File: config.mk
export PLATFORM = sky130hd
export DESIGN_NAME = fault_qualify_latch_indicator
export DESIGN_NICKNAME = d
export VERILOG_FILES = /design/src/sv/fqli_pkg.sv /design/src/sv/fqli_cfg_regs.sv /design/src/sv/fqli_step.sv /design/src/sv/fault_qualify_latch_indicator.sv
export VERILOG_INCLUDE_DIRS = /design/src /design/src/sv
export SDC_FILE = /design/constraint.sdc
export NUM_CORES = 1
export LEC_CHECK = 0
export ABC_AREA = 1
export BUFFER_PORTS_ARGS = -buffer_cell sky130_fd_sc_hd__buf_2
export CAP_MARGIN = 20
export CORE_UTILIZATION = 55
export DETAILED_ROUTE_END_ITERATION = 6
export PLACE_DENSITY = 0.78
export REMOVE_ABC_BUFFERS = 1
export SETUP_SLACK_MARGIN = 0.3
export SLEW_MARGIN = 20
export SYNTH_ARGS = -nofsm -noshare
export SYNTH_HDL_FRONTEND = slang
export SYNTH_HIERARCHICAL = 1
export SYNTH_SLANG_ARGS = --single-unit
export TNS_END_PERCENT = 30
File: constraint.sdc
create_clock -name aclk -period 5.9 [get_ports aclk]
set_clock_uncertainty 0.1 [all_clocks]
set_input_delay 0.59 -clock aclk [delete_from_list [all_inputs] [get_ports aclk]]
set_output_delay 0.59 -clock aclk [all_outputs]
set_load 0.01 [all_outputs]
File: src/sv/fault_qualify_latch_indicator_assert.svh
// assertion macros for the fault qualify latch indicator
`ifndef FAULT_QUALIFY_LATCH_INDICATOR_ASSERT_SVH
`define FAULT_QUALIFY_LATCH_INDICATOR_ASSERT_SVH

// same-cycle implication, checked out of reset
`define FQLI_ASSERT_NOW(lbl, ante, cons) \
    lbl: assert property (@(posedge aclk) disable iff (!aresetn) (ante) |-> (cons)) \
        else $error("fqli check failed");

// next-cycle implication, checked out of reset
`define FQLI_ASSERT_NEXT(lbl, ante, cons) \
    lbl: assert property (@(posedge aclk) disable iff (!aresetn) (ante) |=> (cons)) \
        else $error("fqli check failed");

`endif

File: src/sv/fqli_pkg.sv
`default_nettype none

package fqli_pkg;

    localparam logic [5:0]  QualifyCountReset = 6'd20;
    localparam logic [5:0]  ReleaseCountReset = 6'd40;
    localparam logic [15:0] BlinkHalfReset    = 16'd10000;

    typedef enum logic [1:0] {
        CFG_QUALIFY = 2'd0,
        CFG_RELEASE = 2'd1,
        CFG_BLINK   = 2'd2
    } cfg_index_t;

    // first field in the highest bit
    typedef struct packed {
        logic timer_tick;
        logic clear_button;
        logic imd_gate_line;
        logic bms_fault_line;
    } item_t;

    typedef struct packed {
        logic fault_latched;
        logic fault_active;
        logic green_led;
        logic red_led;
        logic relay_drive;
    } result_t;

    typedef struct packed {
        logic [5:0]  qualify_count;
        logic [5:0]  release_count;
        logic [15:0] blink_half_period;
    } cfg_t;

    // 64 is 1 mod 9, so folding 6-bit chunks keeps the residue
    function automatic logic mod9_zero(input logic [15:0] v);
        logic [7:0] s1;
        logic [6:0] s2;
        s1 = {2'b00, v[5:0]} + {2'b00, v[11:6]} + {4'b0000, v[15:12]};
        s2 = {1'b0, s1[5:0]} + {5'b00000, s1[7:6]};
        return (s2 == 7'd0)  || (s2 == 7'd9)  || (s2 == 7'd18) || (s2 == 7'd27) ||
               (s2 == 7'd36) || (s2 == 7'd45) || (s2 == 7'd54) || (s2 == 7'd63);
    endfunction

endpackage

`default_nettype wire

File: src/sv/fqli_cfg_regs.sv
`default_nettype none

module fqli_cfg_regs (
    input  wire logic          aclk,
    input  wire logic          aresetn,
    input  wire logic          cfg_we,
    input  wire logic [1:0]    cfg_index,
    input  wire logic [15:0]   cfg_wdata,
    output fqli_pkg::cfg_t     cfg
);
    import fqli_pkg::*;

    cfg_t cfg_reg;
    cfg_t cfg_next;

    always_comb begin
        cfg_next = cfg_reg;
        if (cfg_we) begin
            unique case (cfg_index_t'(cfg_index))
                CFG_QUALIFY: cfg_next.qualify_count     = cfg_wdata[5:0];
                CFG_RELEASE: cfg_next.release_count     = cfg_wdata[5:0];
                CFG_BLINK:   cfg_next.blink_half_period = cfg_wdata;
                default:     cfg_next = cfg_reg;
            endcase
        end
    end

    always_ff @(posedge aclk) begin
        if (!aresetn) begin
            cfg_reg.qualify_count     <= QualifyCountReset;
            cfg_reg.release_count     <= ReleaseCountReset;
            cfg_reg.blink_half_period <= BlinkHalfReset;
        end else begin
            cfg_reg <= cfg_next;
        end
    end

    assign cfg = cfg_reg;

endmodule

`default_nettype wire

File: src/sv/fqli_step.sv
`default_nettype none

module fqli_step (
    input  wire logic          aclk,
    input  wire logic          aresetn,
    input  wire logic          step_en,
    input  fqli_pkg::item_t    item,
    input  fqli_pkg::cfg_t     cfg,
    output fqli_pkg::result_t  result
);
    import fqli_pkg::*;

    logic [5:0]  qcnt_reg;
    logic        fault_reg;
    logic        latch_reg;
    logic [15:0] tick_reg;
    logic        red_reg;
    logic        green_reg;

    logic [5:0]  qcnt_next;
    logic        fault_next;
    logic        latch_next;
    logic [15:0] tick_next;
    logic        red_next;
    logic        green_next;
    logic        potential;

    always_comb begin
        qcnt_next  = qcnt_reg;
        fault_next = fault_reg;
        latch_next = latch_reg;
        tick_next  = tick_reg;
        red_next   = red_reg;
        green_next = green_reg;
        potential  = item.bms_fault_line | ~item.imd_gate_line;

        // qualify / release counter
        if (potential) begin
            if (qcnt_next < cfg.qualify_count) begin
                qcnt_next = qcnt_next + 6'd1;
            end else if (qcnt_next == cfg.qualify_count) begin
                fault_next = 1'b1;
            end else begin
                qcnt_next = '0;
            end
        end else begin
            if (qcnt_next < cfg.qualify_count) begin
                qcnt_next = '0;
            end
            if (qcnt_next < cfg.release_count) begin
                qcnt_next = qcnt_next + 6'd1;
            end else begin
                fault_next = 1'b0;
                qcnt_next  = '0;
            end
        end

        if (item.clear_button && !fault_next) begin
            latch_next = 1'b0;
        end

        // blink and dim pulse
        if (item.timer_tick) begin
            tick_next = tick_next + 16'd1;
            if ((fault_next || latch_next) && (tick_next >= cfg.blink_half_period)) begin
                qcnt_next  = '0;
                tick_next  = '0;
                red_next   = ~red_next;
                green_next = 1'b0;
                latch_next = 1'b1;
            end
            if (!latch_next && !tick_next[0]) begin
                green_next = mod9_zero(tick_next);
                red_next   = 1'b0;
            end
        end
    end

    always_ff @(posedge aclk) begin
        if (!aresetn) begin
            qcnt_reg  <= '0;
            fault_reg <= 1'b0;
            latch_reg <= 1'b0;
            tick_reg  <= '0;
            red_reg   <= 1'b0;
            green_reg <= 1'b0;
        end else if (step_en) begin
            qcnt_reg  <= qcnt_next;
            fault_reg <= fault_next;
            latch_reg <= latch_next;
            tick_reg  <= tick_next;
            red_reg   <= red_next;
            green_reg <= green_next;
        end
    end

    assign result.relay_drive   = ~item.bms_fault_line;
    assign result.red_led       = red_next;
    assign result.green_led     = green_next;
    assign result.fault_active  = fault_next;
    assign result.fault_latched = latch_next;

endmodule

`default_nettype wire

File: src/sv/fault_qualify_latch_indicator.sv
// path: an accepted input beat is held in the input register, its result in the output register on m_tvalid
// throughput: one beat per cycle, s_tready drops only when both registers are full
// and m_tready is low
// reset (aresetn low, synchronous): counters, fault, latch and leds clear,
// registers return to qualify 20, release 40, half period 10000, both sides empty
`default_nettype none

module fault_qualify_latch_indicator (
    input  wire logic        aclk,
    input  wire logic        aresetn,
    input  wire logic        s_tvalid,
    output wire logic        s_tready,
    // bms_fault_line, imd_gate_line, clear_button, timer_tick, zero fill
    input  wire logic [7:0]  s_tdata,
    output wire logic        m_tvalid,
    input  wire logic        m_tready,
    // relay_drive, red_led, green_led, fault_active, fault_latched, zero fill
    output wire logic [7:0]  m_tdata,
    input  wire logic        cfg_we,
    input  wire logic [1:0]  cfg_index,
    input  wire logic [15:0] cfg_wdata
);
    import fqli_pkg::*;

    logic    in_valid_reg;
    item_t   in_item_reg;
    logic    out_valid_reg;
    result_t out_result_reg;
    logic    advance;
    cfg_t    cfg;
    result_t step_result;

    fqli_cfg_regs u_cfg (
        .aclk      (aclk),
        .aresetn   (aresetn),
        .cfg_we    (cfg_we),
        .cfg_index (cfg_index),
        .cfg_wdata (cfg_wdata),
        .cfg       (cfg)
    );

    fqli_step u_step (
        .aclk    (aclk),
        .aresetn (aresetn),
        .step_en (advance),
        .item    (in_item_reg),
        .cfg     (cfg),
        .result  (step_result)
    );

    assign advance  = in_valid_reg && (!out_valid_reg || m_tready);
    assign s_tready = !in_valid_reg || advance;

    always_ff @(posedge aclk) begin
        if (!aresetn) begin
            in_valid_reg <= 1'b0;
        end else if (s_tready) begin
            in_valid_reg <= s_tvalid;
        end
    end

    always_ff @(posedge aclk) begin
        if (s_tvalid && s_tready) begin
            in_item_reg <= item_t'(s_tdata[3:0]);
        end
    end

    always_ff @(posedge aclk) begin
        if (!aresetn) begin
            out_valid_reg <= 1'b0;
        end else if (advance) begin
            out_valid_reg <= 1'b1;
        end else if (m_tready) begin
            out_valid_reg <= 1'b0;
        end
    end

    always_ff @(posedge aclk) begin
        if (advance) begin
            out_result_reg <= step_result;
        end
    end

    assign m_tvalid = out_valid_reg;
    assign m_tdata  = {3'b000, out_result_reg};

`include "fault_qualify_latch_indicator_assert.svh"

    `FQLI_ASSERT_NOW(a_stall_blocks_input, in_valid_reg && out_valid_reg && !m_tready, !s_tready)
    `FQLI_ASSERT_NEXT(a_advance_fills_output, advance, out_valid_reg)
    `FQLI_ASSERT_NEXT(a_relay_follows_bms, advance,
        out_result_reg.relay_drive == !$past(in_item_reg.bms_fault_line))

endmodule

`default_nettype wire
==> results of run 1 <==
[path summary, 6_finish.rpt]
check	start	endpoint	slack (ns)
worst max-delay path	u_step/tick_reg[0]	u_step/green_reg	-0.43
worst min-delay path	s_tdata[2]	in_item_reg[2]	0.32
worst max register to register	u_step/tick_reg[0]	u_step/green_reg	-0.43
worst min register to register	u_cfg/cfg[24]	u_cfg/cfg[24]	0.36
[worst max-delay path, delay by kind of cell, from the launching register on]
kind,cells,cell delay [ns]
AO/OA/AOI/OAI,3,0.47
XOR/XNOR,2,0.38
adder cells (fa/ha/maj),6,1.62
buffers and inverters,7,0.59
flip-flops,1,0.38
AND/OR/NAND/NOR,24,2.73
[per-stage QoR]
| step | std cells | hold WS [ns] | TNS, ns | total power (W) | worst slack (ns) |
|---|---|---|---|---|---|
| after floorplan | 611 | 0.329 | 0 | 0.000626 | 0.0237 |
| after global routing | 840 | 0.310 | -1.49 | 0.00120 | -0.755 |
| after detailed placement | 797 | 0.348 | -0.952 | 0.000700 | -0.542 |
| final | 840 | 0.324 | -0.837 | 0.00114 | -0.432 |
| after CTS | 832 | 0.311 | -0.387 | 0.00111 | -0.226 |
| after global placement | 797 | 0.346 | -0.332 | 0.000689 | -0.237 |
[routing by layer]
metal  vias up  routed length, µm
li1       2177                  -
met5         -                  0
met3        36                346
met4         0                372
met1      1955               4400
met2        93               6010
[power by group through the flow]
stage               clock network (W)  registers (W)  logic, W
floorplan                           0       0.000494  0.000132
global placement                    0       0.000494  0.000195
detailed placement                  0       0.000495  0.000205
CTS                          0.000402       0.000485  0.000223
global route                 0.000426       0.000489  0.000283
finish                       0.000393       0.000486  0.000256
[cell usage after synthesis (2+ instances only)]
library cell / number
nand2_1: 136
inv_1: 120
dfxtp_1: 56
nor2_1: 56
a21oi_1: 48
ha_1: 39
nand3_1: 33
o21ai_0: 26
xor2_1: 17
buf_4: 10
edfxtp_1: 9
nand2_2: 9
xnor2_1: 8
clkbuf_1: 7
fa_1: 6
nand3_2: 6
nor3_1: 5
nand4_1: 4
a21oi_2: 3
buf_2: 3
nand3b_1: 3
nor2_2: 3
o31ai_1: 3
buf_6: 2
inv_2: 2
nand2_4: 2
o211ai_1: 2
[kinds of logic (layout without fill, tap and decap cells)]
family	count (synthesis)	count (layout)	share of synthesized area
simple gates	261	262	0.261
buf+inv	147	250	0.138
compound gates	87	87	0.106
flops	65	65	0.308
fa+ha+maj	45	45	0.135
xor+xnor	26	26	0.0521
other cells	1	3	0.000830
[cells in the final DEF (no fill, tap or decap), types with 8 or more instances in the layout]
cell	count
nand2_1	127
inv_1	112
buf_4	71
nor2_1	56
dfxtp_1	53
a21oi_1	42
ha_1	34
buf_2	33
nand3_1	29
o21ai_0	24
xor2_1	16
nand2_2	15
clkbuf_8	11
inv_2	10
edfxtp_1	9
a21oi_2	8
[timing repair]
item	CTS	global route
buffers inserted	18	8
pin swaps	22	41
endpoints found under the setup margin	2	2
resized for setup	34	34
cloned	1	0
[cell type report]
cell class | count | area share
Clock buffer | 13 | 0.0277
Clock inverter | 3 | 0.00698
Timing Repair Buffer | 110 | 0.135
Tap cell | 102 | 0.0222
Inverter | 124 | 0.0815
Sequential cell | 65 | 0.244
Multi-Input combinational cell | 423 | 0.483
==> flow_summary_export.csv, run 1 <==
group,metric,value,unit
power_and_ir_drop,p_switching,0.000337,W
run_status,status,"finished with violations",
die,initial_core_util,0.576,
grt,grt_use_met1,0.273,
power_and_ir_drop,switching_share,0.297,
yosys,synthTopCellsByArea,"dfxtp_1 (25%), nand2_1 (11%), ha_1 (11%)",
die,io_pins,41,
yosys,synthDistinctLibCells,41,
die,die_h,92.6,µm
grt,grt_pass1_wl,17.6,mm
placement,placedInstanceArea,5050,µm²
sta,setup_ws,-0.432,ns
critical_path,crit_required,6.07,ns
clocking,clk_pin_slew,0.07,ns
yosys,ys_warn_count,6,
critical_path,crit_path_frequent_cell,"nand2_2",
sta,max_freq,158,MHz
sta,hold_viol,0,
power_and_ir_drop,internal_power,0.000798,W
worst_hold_path,hold_path_class,"primary input to register",
sta,setup_viol,2,
power_and_ir_drop,p_seq_frac,0.428,
die,num_rows,32,
layout,largest_reg_flops,28,
routing,drtIter0Drc,172,
layout,synthToLayoutAreaGrowth,27.1,%
grt,grt_pass1_vias,4170,
layout,fin_area,5740,µm²
clocking,cts_tree,"built",
critical_path,end_kind,"register",
clocking,clock_latency,0.34,ns
yosys,netlist_instances,632,
routing,wire_per_inst,13.3,µm
grt,grt_util_met2,0.501,
sta,worst_slew_pin_slew,0.944,ns
layout,ff_latch_area,1400,µm²
clocking,cts_buffers,9,
yosys,synth-async-reset-ratio,0,
run_status,failed_checks,"negative setup slack",
grt,track_usage,0.260,
sta,min_period_over_period,1.07,
power_and_ir_drop,ir_drop,0.112,mV
placement,portBuffers,33,
yosys,synth_flop_cell,"dfxtp_1",
routing,vias,4261,
die,die_x,92.6,µm
sta,slew_violations,0,
layout,multi_input_area,2770,µm²
yosys,synth_edf_count,9,
grt,grt_max_degree,49,
routing,drtPass1Iterations,4,
worst_hold_path,min_delay_path_depth,1,
layout,drive_above_1_share,0.272,
critical_path,criticalPathCategory,"register to register",
yosys,yosys.area.top_type,"dfxtp_1",
sta,slew_headroom,0.370,
clocking,clock_path_buffers,2,
critical_path,worstRegToRegCells,42,
critical_path,cp-start-kind,"register",
routing,via_per_inst,5.07,
sta,layout_min_cycle_time,6.33,ns
die,core,7850,µm²
yosys,synth_top_cell_area_share,0.248,
critical_path,cpPeakStageDelay,0.58,ns
die,dieArea,8580,µm²
power_and_ir_drop,power.density,198,nW/µm²
power_and_ir_drop,clockPowerShare,0.346,
grt,busiest_layer,"met2",
grt,grt-ovfl-total,0,
routing,drc,0,
grt,antenna_found_initial,0,
layout,nets,809,
clocking,numClockSinks,65,
layout,fillCellCount,602,
yosys,synth_seq_area_share,0.308,
yosys,synth_area_per_cell,7.15,µm²
yosys,synth.ff_latch_count,65,
placement,routabilityCongestion,0.894,
clocking,postCtsHoldBufs,0,
power_and_ir_drop,p_comb_frac,0.226,
power_and_ir_drop,p_leak,2.93,nW
yosys,syn_area,4520,µm²
routing,wl,11.1,mm
critical_path,critPathMaxFanout,6,
critical_path,cp_data_arrival_time,6.50,ns
job,cap_violations,0,
grt,met3_usage,0.0476,
critical_path,slowest_stage,"fa_1",
routing,postRouteAntennaNets,0,
sta,rsz0062_at_grt,"yes",
clocking,htree_levels,3,
placement,hpwl,7.29,mm
layout,utilization,0.731,
clocking,cts_root_buf,"clkbuf_8",
layout,diodes,0,
Note: power is estimated with default switching activity, not from simulation.
==> run 2: changes to the inputs <==
--- a/config.mk
+++ b/config.mk
@@ -11,7 +11,7 @@
 export CAP_MARGIN = 20
 export CORE_UTILIZATION = 55
 export DETAILED_ROUTE_END_ITERATION = 6
-export PLACE_DENSITY = 0.78
+export PLACE_DENSITY = 0.75
 export REMOVE_ABC_BUFFERS = 1
 export SETUP_SLACK_MARGIN = 0.3
 export SLEW_MARGIN = 20
==> constraint.sdc (replaced) <==
create_clock -name aclk -period 6.2 [get_ports aclk]
set_clock_uncertainty 0.1 [all_clocks]
set_input_delay 0.62 -clock aclk [delete_from_list [all_inputs] [get_ports aclk]]
set_output_delay 0.62 -clock aclk [all_outputs]
set_load 0.01 [all_outputs]
==> run 2 against run 1 <==
  * The run still ends with negative setup slack left
  * Non-clock buffer count is 16 lower
  * Via count is 2.0% lower
  * Highest routed layer unchanged
  * Fmax up 0.77%
  * Sequential power decreased by 4.9%
  * Critical path depth is 8 lower
==> flow_summary_export.csv, run 2 (synthesis results as in run 1) <==
group,metric,value,unit
run_status,status,"finished with violations",
run_status,failed_checks,"negative setup slack",
placement,portBuffers,33,
critical_path,worst_r2r_endpoint,"m_tdata[2]",
worst_hold_path,min_to,"in_item_reg[0]",
routing,wl,10.4,mm
sta,hold_viol,0,
grt,grt_pass1_wl,17.6,mm
die,num_rows,32,
worst_hold_path,min_delay_path_depth,1,
grt,track_usage,0.258,
routing,vias,4177,
worst_hold_path,hold_path_class,"primary input to register",
die,initial_core_util,0.576,
routing,wl_met1,4.34,mm
routing,drtIter0Drc,140,
critical_path,crit_start,"u_step/tick_reg[0]",
critical_path,slowest_stage,"fa_1",
power_and_ir_drop,ir_drop,0.104,mV
placement,hpwl,7.05,mm
power_and_ir_drop,power.density,194,nW/µm²
layout,layout_common_cells,"nand2_1 (127), inv_1 (113), buf_4 (57), nor2_1 (56), dfxtp_1 (53)",
clocking,cts_tree,"built",
layout,nets,793,
clocking,clock_path_buffers,2,
clocking,postCtsHoldBufs,0,
die,die_x,92.6,µm
clocking,clk_pin_slew,0.07,ns
routing,via_per_inst,5.07,
die,io_pins,41,
layout,synthToLayoutAreaGrowth,23.5,%
sta,setup_viol,2,
grt,antenna_found_initial,0,
sta,slew_headroom,0.408,
die,die_h,92.6,µm
sta,worst_slew_pin_slew,0.887,ns
critical_path,cpPeakStageDelay,0.49,ns
routing,wl_met2,5.52,mm
routing,postRouteAntennaNets,0,
worst_hold_path,hp-start,"s_tdata[0]",
clocking,cts_root_buf,"clkbuf_8",
routing,drtPass1Iterations,4,
routing,drc,0,
routing,highest_layer,"met4",
layout,drive_above_1_share,0.256,
critical_path,cp_data_arrival_time,6.28,ns
placement,routabilityCongestion,0.838,
clocking,htree_levels,3,
sta,setup_tns,-0.105,ns
critical_path,cp-start-kind,"register",
critical_path,reg2reg_from,"u_step/tick_reg[0]",
layout,fin_area,5580,µm²
routing,wl_met3,249,µm
critical_path,worstRegToRegCells,34,
power_and_ir_drop,p_leak,2.89,nW
sta,setup_ws,-0.0842,ns
layout,largest_reg_flops,28,
clocking,cts_buffers,9,
die,dieArea,8580,µm²
grt,grt_pass1_vias,4198,
critical_path,criticalPathCategory,"register to register",
critical_path,end_kind,"register",
sta,min_period_over_period,1.01,
clocking,clock_latency,0.34,ns
clocking,numClockSinks,65,
job,cap_violations,0,
routing,wire_per_inst,12.6,µm
grt,grt-ovfl-total,0,
sta,slew_violations,0,
critical_path,r2r_slack,-0.08,ns
critical_path,crit_required,6.20,ns
layout,diodes,0,
critical_path,critPathMaxFanout,6,
die,core,7850,µm²
placement,placedInstanceArea,4930,µm²
grt,grt_max_degree,49,
layout,final_common_cell,"nand2_1",
sta,layout_min_cycle_time,6.28,ns
sta,rsz0062_at_grt,"yes",
sta,max_freq,159,MHz
run 2: cell type report:
cell class                      instances  area [µm²]
Fill cell                             636        2270
Clock buffer                            9         124
Multi-Input combinational cell        423        2740
Sequential cell                        65        1400
Inverter                              124         468
Tap cell                              102         128
Clock inverter                          7        85.1
Timing Repair Buffer                   94         638
run 2: how the worst max path moves through the flow:
| stage | cells after the start | to |
|---|---|---|
| 2_1_floorplan | 35 | m_tdata[2] |
| 3_3_place_gp | 35 | m_tdata[2] |
| 3_5_place_dp | 35 | m_tdata[2] |
| 4_1_cts | 37 | m_tdata[2] |
| 5_1_grt | 35 | m_tdata[2] |
| 6_report | 34 | m_tdata[2] |
run 2: timing repair:
action | CTS | global route
resized for setup | 39 | 20
pin swaps | 35 | 34
setup buffers | 19 | 6
endpoints found under the hold margin | 0 | 0
gates cloned | 1 | 0
endpoints found under the setup margin | 2 | 2
run 2: critical path: cells and delay by family, from the launching register on:
family                     cells  cell delay [ns]
and+or+nand+nor               14             1.90
adders and majority gates      5             1.71
xor gates and xnor gates       4             0.80
buffers and inverters          7             0.65
AOI/OAI and AO/OA              4             0.54
DFF                            1             0.35
run 2: through the flow:
stage	setup WS (ns)	power [W]	utilization	hold WS [ns]	instances
floorplan	0.324	0.000596	-	0.329	611
global placement	-0.0109	0.000651	0.629	0.344	782
detailed placement	-0.220	0.000660	0.629	0.344	782
CTS	0.0801	0.00107	0.694	0.338	818
global route	-0.387	0.00113	0.711	0.330	824
finish	-0.0842	0.00108	0.711	0.350	824
run 2: routing by layer:
layer | GRT usage | vias up
met5 | 0 | -
met4 | 0.112 | 0
met3 | 0.0517 | 26
met2 | 0.480 | 66
met1 | 0.281 | 1950
li1 | - | 2135
run 2: power by group:
part	total [W]	internal (W)	switching (W)
Clock	0.000389	0.000222	0.000167
Sequential	0.000462	0.000448	0.0000137
Combinational	0.000230	0.0000976	0.000132
Total	0.00108	0.000768	0.000313
